$ cat src/design/bpd_pkg.sv
// ----------------------------------------------------------------------------
// bpd_pkg
// Shared types, constants and the prefix compare of the barcode prefix
// demultiplexer.
// ----------------------------------------------------------------------------
package bpd_pkg;

  localparam int NUM_ENTRIES = 64;
  localparam int MAX_BASES   = 16;

  localparam int BaseW   = 3;
  localparam int CodeW   = 48;
  localparam int LenInW  = 5;
  localparam int LenW    = $clog2(MAX_BASES + 1);
  localparam int EntryW  = 6;
  localparam int BinW    = 7;
  localparam int CfgIdxW = 2;
  localparam int CfgW    = 7;

  // Clock edges from the accepting edge to the edge that takes the result.
  localparam int Latency = NUM_ENTRIES + 2;

  typedef enum logic {
    MODE_CLASSIFY = 1'b0,
    MODE_LOAD     = 1'b1
  } item_mode_e;

  typedef enum logic [CfgIdxW-1:0] {
    CFG_DUAL_INDEX     = 2'd0,
    CFG_KEEP_UNMATCHED = 2'd1,
    CFG_ENTRY_COUNT    = 2'd2
  } cfg_reg_e;

  typedef struct packed {
    item_mode_e             mode;
    logic [EntryW-1:0]      entry;
    logic [CodeW-1:0]       first_code;
    logic [LenW-1:0]        first_len;
    logic [CodeW-1:0]       second_code;
    logic [LenW-1:0]        second_len;
    logic                   hit;
    logic [BinW-1:0]        bin;
  } stage_t;

  function automatic logic [LenW-1:0] sat_len(input logic [LenInW-1:0] len);
    logic [LenW-1:0] res;
    if (len > LenInW'(MAX_BASES)) begin
      res = LenW'(MAX_BASES);
    end else begin
      res = len[LenW-1:0];
    end
    return res;
  endfunction

  function automatic logic prefix_match(input logic [CodeW-1:0] bc,
                                        input logic [LenW-1:0]  bc_len,
                                        input logic [CodeW-1:0] rd,
                                        input logic [LenW-1:0]  rd_len);
    logic ok;
    ok = (rd_len >= bc_len);
    for (int b = 0; b < MAX_BASES; b++) begin
      if ((LenW'(b) < bc_len) && (bc[BaseW*b +: BaseW] != rd[BaseW*b +: BaseW])) begin
        ok = 1'b0;
      end
    end
    return ok;
  endfunction

endpackage

$ cat src/design/bpd_cell.sv
// ----------------------------------------------------------------------------
// bpd_cell
// One barcode entry of the chain. Load items that pass store the entry when
// the index matches; classify items that pass are compared against it and
// take this cell's index as bin on the first hit.
// ----------------------------------------------------------------------------
module bpd_cell
  import bpd_pkg::*;
(
  input  logic            clk_i,
  input  logic            rst_ni,
  input  logic [BinW-1:0] cell_idx_i,
  input  logic            active_i,
  input  logic            dual_i,
  input  logic            valid_i,
  input  stage_t          stage_i,
  output logic            valid_o,
  output stage_t          stage_o
);

  logic [CodeW-1:0] first_code_q;
  logic [LenW-1:0]  first_len_q;
  logic [CodeW-1:0] second_code_q;
  logic [LenW-1:0]  second_len_q;
  logic             valid_q;
  stage_t           stage_q;
  stage_t           stage_d;
  logic             wr_sel;
  logic             entry_hit;

  assign wr_sel = valid_i && (stage_i.mode == MODE_LOAD) &&
                  (BinW'(stage_i.entry) == cell_idx_i);

  assign entry_hit = active_i &&
    prefix_match(first_code_q, first_len_q, stage_i.first_code, stage_i.first_len) &&
    (!dual_i ||
     prefix_match(second_code_q, second_len_q, stage_i.second_code, stage_i.second_len));

  always_comb begin
    stage_d = stage_i;
    if ((stage_i.mode == MODE_CLASSIFY) && !stage_i.hit && entry_hit) begin
      stage_d.hit = 1'b1;
      stage_d.bin = cell_idx_i;
    end
  end

  always_ff @(posedge clk_i) begin
    if (wr_sel) begin
      first_code_q  <= stage_i.first_code;
      first_len_q   <= stage_i.first_len;
      second_code_q <= stage_i.second_code;
      second_len_q  <= stage_i.second_len;
    end
  end

  always_ff @(posedge clk_i or negedge rst_ni) begin
    if (!rst_ni) begin
      valid_q <= 1'b0;
    end else begin
      valid_q <= valid_i;
    end
  end

  always_ff @(posedge clk_i) begin
    stage_q <= stage_d;
  end

  assign valid_o = valid_q;
  assign stage_o = stage_q;

  // A hit never comes from a cell outside the entries in use.
  a_hit_only_active: assert property (@(posedge clk_i) disable iff (!rst_ni)
    valid_i && stage_d.hit && !stage_i.hit |-> active_i)
    else $error("hit taken by an inactive cell");

  // Once a bin is taken it travels on unchanged.
  a_hit_kept: assert property (@(posedge clk_i) disable iff (!rst_ni)
    valid_i && stage_i.hit |=> stage_q.hit && (stage_q.bin == $past(stage_i.bin)))
    else $error("earlier hit overwritten");

  // A load item never gains a hit.
  a_load_no_hit: assert property (@(posedge clk_i) disable iff (!rst_ni)
    valid_i && (stage_i.mode == MODE_LOAD) |-> (stage_d.hit == stage_i.hit))
    else $error("load item marked as hit");

endmodule

$ cat config.mk
export PLATFORM = sky130hd
export DESIGN_NAME = bpd_cell
export DESIGN_NICKNAME = d
export VERILOG_FILES = /design/src/design/bpd_pkg.sv /design/src/design/bpd_cell.sv
export SDC_FILE = /design/constraint.sdc
export NUM_CORES = 1
export LEC_CHECK = 0
export BUFFER_PORTS_ARGS = -buffer_cell sky130_fd_sc_hd__buf_2
export CAP_MARGIN = 40
export CORE_AREA = 2 2 154 96
export CTS_BUF_LIST = sky130_fd_sc_hd__clkbuf_8
export CTS_CLUSTER_DIAMETER = 200
export CTS_CLUSTER_SIZE = 16
export DETAILED_ROUTE_END_ITERATION = 12
export DIE_AREA = 0 0 156 98
export GPL_ROUTABILITY_DRIVEN = 0
export PLACE_DENSITY = 0.95
export SYNTH_ARGS = -nofsm -noshare
export SYNTH_HDL_FRONTEND = slang
export SYNTH_SLANG_ARGS = --single-unit
$ cat constraint.sdc
create_clock -name clk_i -period 5.1 [get_ports clk_i]
set_input_delay 1.02 -clock clk_i [delete_from_list [all_inputs] [get_ports clk_i]]
set_output_delay 1.02 -clock clk_i [all_outputs]
set_load 0.02 [all_outputs]
After elaboration in Yosys (flattened, before gate mapping) --
Index checks and enable logic that the tools add are counted.
Cells by class: add/subtract/negate cells 0, multipliers 0, div/mod/pow operators 0, $lt $le $gt $ge 34, equality and inequality tests 33, shift operators 0, mux-type cells 33, bitwise logic cells 1, reductions and logical operators 41
Operators by type and width (number):
- $ne A3 B3 Y1 | 32
- $lt A4 B5 Y1 const A | 16
- $lt A3 B5 Y1 const A | 8
- $logic_and A1 B1 Y1 | 38
- $mux W1 | 32
- $lt A1 B5 Y1 const A | 4
- $lt A2 B5 Y1 const A | 4
- $ge A5 B5 Y1 | 2
- $eq A6 B7 Y1 | 1
- $mux W7 | 1
- $logic_not A1 Y1 | 2
- $logic_or A1 B1 Y1 | 1
- $not A1 Y1 | 1
Word-level totals: register bits after elaboration 228, bits in latches 0, RAM bits 0, ROM bits 0, input bits 133, output and inout port bits 122, word-level logic and storage cells 155, memories 0

Depth between registers and ports, before layout --
word-level depth 22, mapped depth 10, mapped depth without buffers 10

Worst setup path before layout --
Ideal clock, no wire load.
path kind input to register, from in cell_idx_i[2], to reg first_code_q[0], enable pin, setup time 0.701 ns, arrival 8.607 ns, data required time 4.399 ns, slack -4.208 ns, stages 4, buffers on the path 0, path through xor2_1 > nor3_1 > nand4_1 > nor3_1
Between the ends: word-level cells in the longest chain between the ends 2
RTL lines:
- start, declared | RTL line bpd_cell.sv:12 | input logic [BinW-1:0] cell_idx_i,
- $eq A6 B7 Y1 | RTL line bpd_cell.sv:32 | (BinW'(stage_i.entry) == cell_idx_i);
- $logic_and A1 B1 Y1 | RTL line bpd_cell.sv:31 | assign wr_sel = valid_i && (stage_i.mode == MODE_LOAD) &&
- named net wr_sel | RTL line bpd_cell.sv:28 | logic wr_sel;
- end signal, assigned | RTL line bpd_cell.sv:49 | first_code_q <= stage_i.first_code;
- end, declared | RTL line bpd_cell.sv:21 | logic [CodeW-1:0] first_code_q;
The timed path passes the listed nets, and every way through them passes these cells. A chain may end at the register's enable or synchronous reset.

==> summary.md <==
| Metric | Value |
|---|---|
| Status | complete, no violations |
| Met3 routed WL | approximately 1.0 mm |
| TritonCTS Buffers | 18 |
| Clock buffer depth | 3 |
| GRT Total Usage | 20.0% |
| First-pass GRT wire length | 23.9 mm |
| Die ar. | 15300 um^2 |
| Clk_lat worst skew | around 0.51 ns |
| Minimum clock period after layout | 2.87 ns |
| Setup TNS | 0 ns |
| Clock slew at reported path FFs | 0.09 ns |
| R2r endpoint | stage_o[6] |
| Crit path max-delay family | compound AO/OA/AOI/OAI gates |
| Worst-path maximum fanout | 8 |
| Largest net degree at the start of global routing | between 60 and 70 |
| Initial antenna violation count | 1 |
| Synth async-reset ratio | less than 1% |
| Mapped cell area | 7460 um^2 |
| Share of cells above drive strength 1 | 39.0% |
| Wl on met1 | 6.46 mm |
| Worst Setup EP | stage_o[6] |
| Slew @ Worst Pin | 0.786 ns |
| Residual DRC | 0 |
| Hpwl dp | approximately 12 mm |
| P per Cell Area | 339 nW/um^2 |
| Sequential area share after synthesis | 75.5% |
| Post-CTS resize count | 0 |
| Setup crit start | stage_i[90] |
| Average wire per standard cell | 16.7 um |
| Reg-to-Reg Start | first_len_q[1] |
| Max-cap viol count | 0 |
| Hold Buf Count CTS | 0 |
| Die span in x | 156 um |
| Number of synthesized flops with an enable pin | roughly 110 |
| Hold Fails Final Rpt | 0 |
| Max stage delay on crit path | 0.38 ns |
| Core Area | 14000 um^2 |
| Yosys reg bits | 228 |
| Initial DRC Count | 190 |
| Cells after Synth | 463 |
| Die H | 98 um |
| Worst R2R Setup Slack | 2.24 ns |
| Synth warn | 0 |
| Most frequent cell after synthesis | dfxtp_1 |
| H-tree levels | 1 |
| Grt ovf | 0 |
| Post-synthesis cell type count | 41 |
| Top post-synthesis cells by area | edfxtp_1 43%, dfxtp_1 32%, xnor2_1 7.0% |
| Worst Slack Setup Final | around 2.2 ns |
| Vias per cell | 4.97 |
| Post-Route WL | 15.5 mm |
| Slew Limit Fails | 0 |
| Placement row count | 34 |
| Cell depth of the worst flop-to-flop path | 8 |
| Top-area cell type share of the netlist area | 42.7% |
| Stages on worst setup path | 9 |
| Postcts setup bufs | 0 |
| Syn-to-layout area delta | 24.5% |
| DR pass1 iterations | 4 |
| Setup crit start kind | primary input |
| Vias in the first global route | ~4800 |
| CTS tree | done |
| Worst-path cell chain | buf_2 -> xnor2_1 -> nand3_1 -> a2111oi_4 -> a21oi_1 -> a2111oi_2 -> nand4_1 -> a21oi_4 -> mux2_4 |
| CTS Sinks | 228 |
| Clock skew | 0.0185 ns |
| Crit Path Class | primary input to register |
| Root buf cell | clkbuf_8 |
| Critical Path End Type | register |
| RSZ-0062 raised after global routing | false |
| Leak | 3.85 nW |
| Ys flop type | dfxtp_1 |
| Met2 WL | ~7.8 mm |
| Finished Core Util | 66.4% |
| Synth area leader | edfxtp_1 |
| CP max stage cell | a21oi_4 |
| Initial Util | 53.3% |
| Via count | 4621 |
| Antenna diodes | 0 |
| DR top layer | met5 |
| Worst hold path class | primary input to asynchronous set/reset pin |
| I/O pins | 255 |
| Syn Area/Cell | ~16 um^2 |
| Top cells by count, synth | 121 x dfxtp_1, 106 x edfxtp_1, 60 x xnor2_1 |
| Final setup vio count | 0 |
| Cell count after placement | 897 |
| Normalized max-slew margin | 47.6% |
| Critical Path AT | 3.26 ns |
| Non-Filler Instances | 929 |
| Fmax achieved | 348 MHz |
| Remaining antenna violation count | 0 |
| WP buf/inv | 1 |
| Port bufs | around 250 |
| Critical path required time | about 5.5 ns |
| Final #Nets | 880 |
| Final Cycle Share | 56.3% |
| Worst slack, placed | 1.68 ns |
| Total power | 0.00315 W |
| Syn nets | 606 |
| Maximum VDD drop | 0.258 mV |
[stage by stage]
stage	cell area (um^2)	hold WS (ns)
after floorplan	7470	0.724
after global placement	8970	0.794
after detailed placement	8970	0.804
after CTS	9290	0.243
after global routing	9290	0.234
final	9290	0.277
[report_power, final]
part	switching [W]	total [W]	internal, W
combinational	0.000165	0.000272	0.000107
clock	0.000551	0.000904	0.000353
sequential	0.0000137	0.00198	0.00196
total	0.000729	0.00315	0.00242
[worst reg2reg max path, cell delays in order, from the launching register on]
cell       delay (ns)
edfxtp_1         0.54
nor2_2           0.21
nand4_2          0.15
a2111oi_4        0.40
a21oi_1          0.14
a2111oi_2        0.35
nand4_1          0.22
a21oi_4          0.38
mux2_4           0.35
[registers in the layout, summed over array words and instances (netlist names)]
register	count
second_len_q	5
first_len_q	5
second_code_q	48
valid_o	1
first_code_q	48
stage_o	121
[logic make-up (layout without fill, tap and decap cells)]
| family | Yosys count | in the layout | synth area share [%] |
|---|---|---|---|
| xor gates and xnor gates | 102 | 102 | 12.0 |
| DFF | 228 | 228 | 75.5 |
| buffers and inverters | 13 | 299 | 0.754 |
| AOI/OAI and AO/OA | 42 | 42 | 4.38 |
| muxes | 7 | 7 | 1.41 |
| adders and majority gates | 10 | 10 | 1.68 |
| and+or+nand+nor | 61 | 61 | 4.36 |
[layer usage]
layer / vias to the layer above / track usage (%)
met3: 25 / 4.79
met2: 173 / 35.8
li1: 2198 / -
met1: 2223 / 24.8
met5: - / 0
met4: 2 / 4.30
[cell usage in the layout (no fill, tap or decap), types with 2 or more instances in the layout]
| master | Yosys | routed |
|---|---|---|
| buf_2 | 0 | 254 |
| dfxtp_1 | 121 | 121 |
| edfxtp_1 | 106 | 106 |
| xnor2_1 | 60 | 60 |
| xor2_1 | 42 | 42 |
| inv_1 | 10 | 22 |
| nand3_1 | 19 | 19 |
| clkbuf_8 | 0 | 19 |
| a21oi_1 | 10 | 10 |
| ha_1 | 10 | 10 |
| nor3_1 | 10 | 9 |
| nand2_1 | 8 | 8 |
| mux2_4 | 7 | 7 |
| o21ai_0 | 6 | 6 |
| nor2_1 | 6 | 6 |
| nor4_1 | 6 | 6 |
| o211ai_1 | 4 | 4 |
| nand4_1 | 4 | 4 |
| a31oi_1 | 4 | 4 |
| or2_1 | 2 | 2 |
| o41ai_1 | 2 | 2 |
| o2111ai_1 | 2 | 2 |
| nand4_2 | 2 | 2 |
| o311ai_0 | 2 | 2 |
| o31ai_1 | 2 | 2 |
| buf_4 | 0 | 2 |
[worst min path at each step]
stage            from      end  slack (ns)  cells after the start
6_report       rst_ni  valid_o        0.28                      1
5_1_grt        rst_ni  valid_o        0.23                      1
4_1_cts        rst_ni  valid_o        0.24                      1
3_5_place_dp   rst_ni  valid_o        0.80                      1
3_3_place_gp   rst_ni  valid_o        0.79                      1
2_1_floorplan  rst_ni  valid_o        0.72                      0
[layout make-up]
cell class,instances,area [um^2]
Clock buffer,19,262
Clock inverter,13,61.3
Fill cell,1019,4700
Inverter,11,41.3
Multi-Input combinational cell,222,1790
Sequential cell,228,5630
Tap cell,180,225
Timing Repair Buffer,256,1290
Power figures use the tool's default switching activity.
